**src/sv/cssl_pkg.sv**
```systemverilog
// shared types, constants and the rounding helper for the smoothing/sum block
// no dependencies; imported by every module of the block
`timescale 1ns / 1ps

package cssl_pkg;

	localparam int DIMS      = 64;
	localparam int LAYERS    = 2;
	localparam int ENTRIES   = LAYERS * DIMS;
	localparam int IDX_W     = $clog2(ENTRIES);
	localparam int LAYER_W   = 1;
	localparam int DIM_W     = 6;
	localparam int VAL_W     = 4;
	localparam int SUM_W     = 8;
	localparam int COEF_W    = 16;
	localparam int DECAY_W   = 14;
	localparam int FRAC_BITS = 13;
	localparam int PROD_W    = COEF_W + VAL_W;
	localparam int ACC_W     = PROD_W + 2;
	localparam int VAL_MAX   = 4;
	localparam int SUM_MAX   = 64;

	localparam logic [DECAY_W-1:0] ONE_Q13  = DECAY_W'(8192);
	localparam logic [DECAY_W-1:0] HALF_Q13 = DECAY_W'(4096);

	// request kinds carried on tuser
	localparam logic MODE_PROC = 1'b0;
	localparam logic MODE_LOAD = 1'b1;

	typedef logic signed [VAL_W-1:0]  val_t;
	typedef logic signed [SUM_W-1:0]  sum_t;
	typedef logic signed [COEF_W-1:0] coef_t;
	typedef logic [DECAY_W-1:0]       decay_t;
	typedef logic [IDX_W-1:0]         idx_t;

	typedef struct packed {
		val_t p2;
		val_t p1;
	} hist_t;

	typedef struct packed {
		coef_t  tap0;
		coef_t  tap1;
		coef_t  tap2;
		decay_t decay;
	} coef_set_t;

	typedef struct packed {
		val_t h;
		sum_t s;
	} smooth_t;

	typedef struct packed {
		logic vld;
		idx_t idx;
	} smooth_rd_t;

	typedef struct packed {
		logic   vld;
		logic   start;
		idx_t   idx;
		decay_t decay;
		val_t   y;
	} blend_req_t;

	typedef struct packed {
		val_t conv;
		val_t smooth;
		sum_t sum;
	} result_t;

	localparam coef_set_t COEF_RESET = '{tap0: '0, tap1: '0, tap2: '0, decay: HALF_Q13};

	// divide by 2^13 rounding half away from zero, then clamp to +-VAL_MAX
	function automatic val_t round_clamp(input logic signed [ACC_W-1:0] acc);
		logic                    neg;
		logic [ACC_W-1:0]        mag;
		logic [ACC_W-1:0]        rnd;
		logic [VAL_W-2:0]        vabs;
		val_t                    v;
		neg  = acc[ACC_W-1];
		mag  = neg ? ACC_W'(-acc) : ACC_W'(acc);
		rnd  = (mag + ACC_W'(HALF_Q13)) >> FRAC_BITS;
		vabs = (rnd > ACC_W'(VAL_MAX)) ? (VAL_W-1)'(VAL_MAX) : rnd[VAL_W-2:0];
		v    = $signed({1'b0, vabs});
		return neg ? -v : v;
	endfunction

endpackage

```
**src/sv/cssl_blend.sv**
```systemverilog
// back of the pipeline: smoothed value and running sum memory, alpha blend, result register
// depends on cssl_pkg
`timescale 1ns / 1ps

module cssl_blend (
	input  logic                   clk,
	input  logic                   arst_n,
	input  logic                   en,
	input  cssl_pkg::smooth_rd_t   sm_rd,
	input  cssl_pkg::blend_req_t   req,
	output logic                   out_vld,
	output cssl_pkg::result_t      out_res
);
	import cssl_pkg::*;

	smooth_t            sm_mem [ENTRIES];
	logic [ENTRIES-1:0] sm_vld_q;

	smooth_t sm_rd_s3;
	logic    sm_ok_s3;

	logic    v_s4, start_s4;
	idx_t    idx_s4;
	result_t res_s4;

	smooth_t                  old_st;
	logic signed [DECAY_W:0]  a_w, b_w;
	logic signed [ACC_W-1:0]  mix;
	logic signed [SUM_W:0]    sum_w;
	sum_t                     sum_new;
	val_t                     h_new;

	always_ff @(posedge clk) begin
		if (en && sm_rd.vld) begin
			sm_rd_s3 <= sm_mem[sm_rd.idx];
		end
		if (en && req.vld) begin
			sm_mem[req.idx] <= '{h: h_new, s: sum_new};
		end
	end

	always_comb begin
		if (req.start) begin
			old_st = '0;
		end else if (v_s4 && (idx_s4 == req.idx)) begin
			old_st = '{h: res_s4.smooth, s: res_s4.sum};
		end else if (sm_ok_s3) begin
			old_st = sm_rd_s3;
		end else begin
			old_st = '0;
		end

		a_w = $signed({1'b0, req.decay});
		b_w = $signed({1'b0, ONE_Q13} - {1'b0, req.decay});
		mix = ACC_W'(a_w) * ACC_W'(old_st.h) + ACC_W'(b_w) * ACC_W'(req.y);
		h_new = round_clamp(mix);

		sum_w = (SUM_W+1)'(old_st.s) + (SUM_W+1)'(req.y);
		if (sum_w > (SUM_W+1)'(SUM_MAX)) begin
			sum_new = sum_t'(SUM_MAX);
		end else if (sum_w < -(SUM_W+1)'(SUM_MAX)) begin
			sum_new = -sum_t'(SUM_MAX);
		end else begin
			sum_new = sum_w[SUM_W-1:0];
		end
	end

	always_ff @(posedge clk or negedge arst_n) begin
		if (!arst_n) begin
			sm_vld_q <= '0;
			sm_ok_s3 <= 1'b0;
			v_s4     <= 1'b0;
		end else if (en) begin
			if (sm_rd.vld) begin
				sm_ok_s3 <= sm_vld_q[sm_rd.idx];
			end
			if (req.vld) begin
				sm_vld_q[req.idx] <= 1'b1;
			end
			v_s4 <= req.vld;
		end
	end

	always_ff @(posedge clk) begin
		if (en) begin
			idx_s4   <= req.idx;
			start_s4 <= req.start;
			res_s4   <= '{conv: req.y, smooth: h_new, sum: sum_new};
		end
	end

	assign out_vld = v_s4;
	assign out_res = res_s4;

	a_start_sum: assert property (@(posedge clk) disable iff (!arst_n)
		v_s4 && start_s4 |-> res_s4.sum == sum_t'(res_s4.conv))
		else $error("sum after sequence start differs from convolution");

	a_h_range: assert property (@(posedge clk) disable iff (!arst_n)
		v_s4 |-> (res_s4.smooth >= -val_t'(VAL_MAX)) && (res_s4.smooth <= val_t'(VAL_MAX)))
		else $error("smoothed value out of range");

endmodule

```
**config.mk**
```make
export PLATFORM = sky130hd
export DESIGN_NAME = cssl_blend
export DESIGN_NICKNAME = d
export VERILOG_FILES = /design/src/sv/cssl_pkg.sv /design/src/sv/cssl_blend.sv
export SDC_FILE = /design/constraint.sdc
export NUM_CORES = 2
export LEC_CHECK = 0
export ABC_AREA = 1
export BUFFER_PORTS_ARGS = -buffer_cell sky130_fd_sc_hd__buf_2
export CAP_MARGIN = 25
export CORE_ASPECT_RATIO = 1.5
export CORE_MARGIN = 2
export CORE_UTILIZATION = 35
export CTS_BUF_LIST = sky130_fd_sc_hd__clkbuf_8
export CTS_CLUSTER_DIAMETER = 80
export DETAILED_ROUTE_END_ITERATION = 7
export PLACE_DENSITY = 0.53
export SLEW_MARGIN = 30
export SYNTH_ARGS = -nofsm -noshare
export SYNTH_HDL_FRONTEND = slang
export SYNTH_SLANG_ARGS = --single-unit
```
**constraint.sdc**
```tcl
create_clock -name clk -period 14.1 [get_ports clk]
set_input_delay 0.705 -clock clk [delete_from_list [all_inputs] [get_ports clk]]
set_output_delay 0.705 -clock clk [all_outputs]
set_load 0.005 [all_outputs]
```
==> results.yml <==
synth:
  avgSynthCellArea_um2: 12.1
  synth_cell_types: 49
  synth_top_area_share_pct: 65.5
  synthesis.nets: 6119
  yosys.area.top_type: "edfxtp_1"
  yosys_register_bits: 1701
  seq_area_frac_synth_pct: 70.0
  yosys-top-cells-area: "edfxtp_1 65%, o21ai_0 7.3%, nor2_1 7.0%, dfrtp_1 4.5%, o22ai_1 3.7%"
  synth-main-ff-cell: "edfxtp_1"
  syn_area_um2: 72100
  ys.warnings.count: 0
  synth_edf_count: 1571
  async_reset_ff_share_pct: 7.64
  syn_inst: 5939
worst_setup_path:
  cp.arrival_ns: 9.98
  cp-start-kind: "input port"
  crit_required_ns: 14.72
  worstSetupPathType: "input port to flip-flop"
  reg2reg_slack_ns: 4.79
  slowest_delay_ns: 0.73
  cp_max_fo: 72
  end_kind: "flip-flop"
  crit_slowest_cell: "buf_4"
  critical_path.most_common_cell: "nand3_1"
power_and_ir_drop:
  pwr_density_cell_nw_per_um2: 155
  irDropWorstVdd_v: 0.000185
  cellLeakagePower_nw: 28.7
cts:
  path_clk_slew_ns: 0.07
  clockBufferDepth: 4
  htree_levels: 4
  cts-root-buf: "clkbuf_8"
  cts_setup_buffers: 0
  insertion_delay_ns: 0.97
  cts_tree: "done"
  cts_made_buffers: 247
  cts.sinks: 1701
timing:
  period_share_pct: 66.4
  max-slew-margin-rel_pct: 24.1
  setup_viol: 0
  slew_viol_final: 0
  min_period_ns: 9.36
  fin_skew_ns: 0.0896
  rsz0062_at_grt: "false"
  hold_violations: 0
  fin_setup_tns_ns: 0
  max_freq_mhz: 107
  tightest_slew_ns: 1.12
  holdWs_ns: 0.104
global_route:
  grt_max_degree: 159
  antenna_found_initial: 8
  grt_pass1_wl_mm: 323
  grt_usage_pct: 20.6
  globalRouteOverflowTotal: 0
  grt_pass1_vias: 47800
die:
  core.rowCount: 204
  io_pins: 55
  dieArea_um2: 210000
  die_w_um: 375
  initial_utilization_pct: 35.1
  chipHeight_um: 560
  fp.coreArea_um2: 205000
cells_and_area:
  nNetsFinal: 6233
  finalNonFillerCells: 8941
  final_layout_size_suffix_gt1_share_pct: 12.9
  regArea_um2: 50400
  synthToLayoutAreaGrowth_pct: 12.5
  multi_input_area_um2: 19600
  fillers: 19600
drt:
  drtIter0Drc: 4272
  first_pass_iters: 7
  viasPerCell: 5.44
  wl_mm: 221
  wl_per_cell_um: 24.7
  num_vias: 48600
  route.detailed.drc: 0
  ant_nets: 0
worst_hold_path:
  hp-class: "input port to flip-flop"
placement:
  port-buffer-count: 54
  dp_hpwl_mm: 130
  gp_congestion: 0.870
  dp_cells: 8473
status:
  status: "finished clean"
run:
  maxCapViolations: 0
==> per-layer routing <==
layer / vias to the layer above / GRT usage (%) / wire [µm]
met4: 4 / 9.29 / 9930
met1: 24800 / 24.9 / 86200
met2: 1656 / 36.4 / 113000
li1: 21800 / - / -
met3: 431 / 2.57 / 12000
met5: - / 0 / 34
==> cells in the final DEF, fill, tap and decap left out, types with 11 or more instances in the layout <==
cell type and count:
nand3_1 56, inv_1 269, nor2_2 24, clkbuf_8 303
nor2_4 12, buf_4 170, o22ai_1 422, clkinv_2 44
a31oi_1 14, clkinv_1 37, o21ai_0 1048, a21oi_1 49
xor2_1 14, dfrtp_1 130, edfxtp_1 1571, o221ai_1 74
or2_2 131, ha_1 53, nand2_1 222, fa_1 89
buf_2 49, o32ai_1 11, nand2_2 11, nor2_1 1309
==> power by group <==
group | switching (mW) | internal [mW] | total [mW]
registers | 0.0306 | 6.31 | 6.34
clock network | 1.93 | 2.03 | 3.96
logic | 1.78 | 0.499 | 2.28
==> logic make-up (layout without fill, tap and decap cells) <==
family	Yosys count	count (layout)	synth area share, %
AND/OR/NAND/NOR	1804	1804	10.2
other	0	2	0
buffers and inverters	603	925	3.16
AO/OA/AOI/OAI	1667	1667	13.0
XOR/XNOR	22	22	0.278
adder cells (fa/ha/maj)	142	142	3.39
flip-flops	1701	1701	70.0
==> registers in the layout (all words and copies together), names as in the netlist <==
register / flops
sm_mem: 1536
out_res: 16
sm_ok_s3: 1
idx_s4: 7
out_vld: 1
sm_vld_q: 128
sm_rd_s3: 12
==> repair_timing <==
action,CTS,global route
resized for setup,0,0
hold buffers,9,0
hold endpoints to repair,57,0
==> cell usage after synthesis (2+ instances only) <==
cell / number
nand4_1: 10
nand3_1: 59
xnor2_1: 7
buf_2: 6
o211ai_1: 6
dfrtp_1: 130
o21bai_1: 4
nand3b_1: 8
o311ai_0: 14
fa_1: 89
o32ai_1: 12
ha_1: 53
a31oi_1: 14
a211oi_1: 2
a32oi_1: 10
nand2_1: 224
o22ai_1: 422
o21ai_0: 1048
xor2_1: 14
nand2_4: 3
nor2_1: 1343
a21oi_1: 49
inv_1: 210
or2_2: 131
inv_2: 7
o21a_1: 3
nor4_1: 2
nor3_1: 6
o21ai_1: 2
o221ai_1: 74
buf_1: 10
clkbuf_1: 363
edfxtp_1: 1571
a21oi_2: 2
clkinv_1: 6
nand3_2: 2
nand2_2: 11
==> metrics by stage <==
stage	worst slack (ns)	power, mW	cell area [µm²]	utilization, %
detailed placement	4.33	8.75	76000	37.0
global route	4.09	13.1	81100	39.5
CTS	4.72	12.7	81100	39.5
finish	4.74	12.6	81100	39.5
floorplan	3.84	7.84	72100	-
global placement	4.38	8.71	75900	37.0
==> area by class of cell <==
| cell class | count | share of cell area [%] |
|---|---|---|
| Inverter | 223 | 1.06 |
| Sequential cell | 1701 | 62.2 |
| Clock inverter | 155 | 1.00 |
| Clock buffer | 302 | 5.13 |
| Antenna cell | 2 | 0.00617 |
| Multi-Input combinational cell | 3635 | 24.1 |
| Tap cell | 2678 | 4.13 |
| Timing Repair Buffer | 245 | 2.34 |
==> path summary, 6_finish.rpt <==
| check | cells after the start | startpoint | to |
|---|---|---|---|
| hold / removal | 1 | req[0] | out_res[12] |
| setup reg to reg | 40 | idx_s4[2] | sm_mem[57][10] |
| hold reg to reg | 1 | sm_vld_q[53] | sm_vld_q[53] |
| setup / recovery | 42 | req[20] | sm_mem[57][10] |
| max in group asynchronous | 3 | arst_n | sm_vld_q[49] |
| min in group asynchronous | 2 | arst_n | sm_vld_q[124] |
==> worst max-delay path, delay by kind of cell <==
family / cells / cell delay, ns
adders and majority gates: 7 / 2.85
buffers and inverters: 10 / 2.26
and+or+nand+nor: 22 / 3.33
AOI/OAI and AO/OA: 2 / 0.27
xor gates and xnor gates: 1 / 0.46
Note: power is estimated with default switching activity, not from simulation.
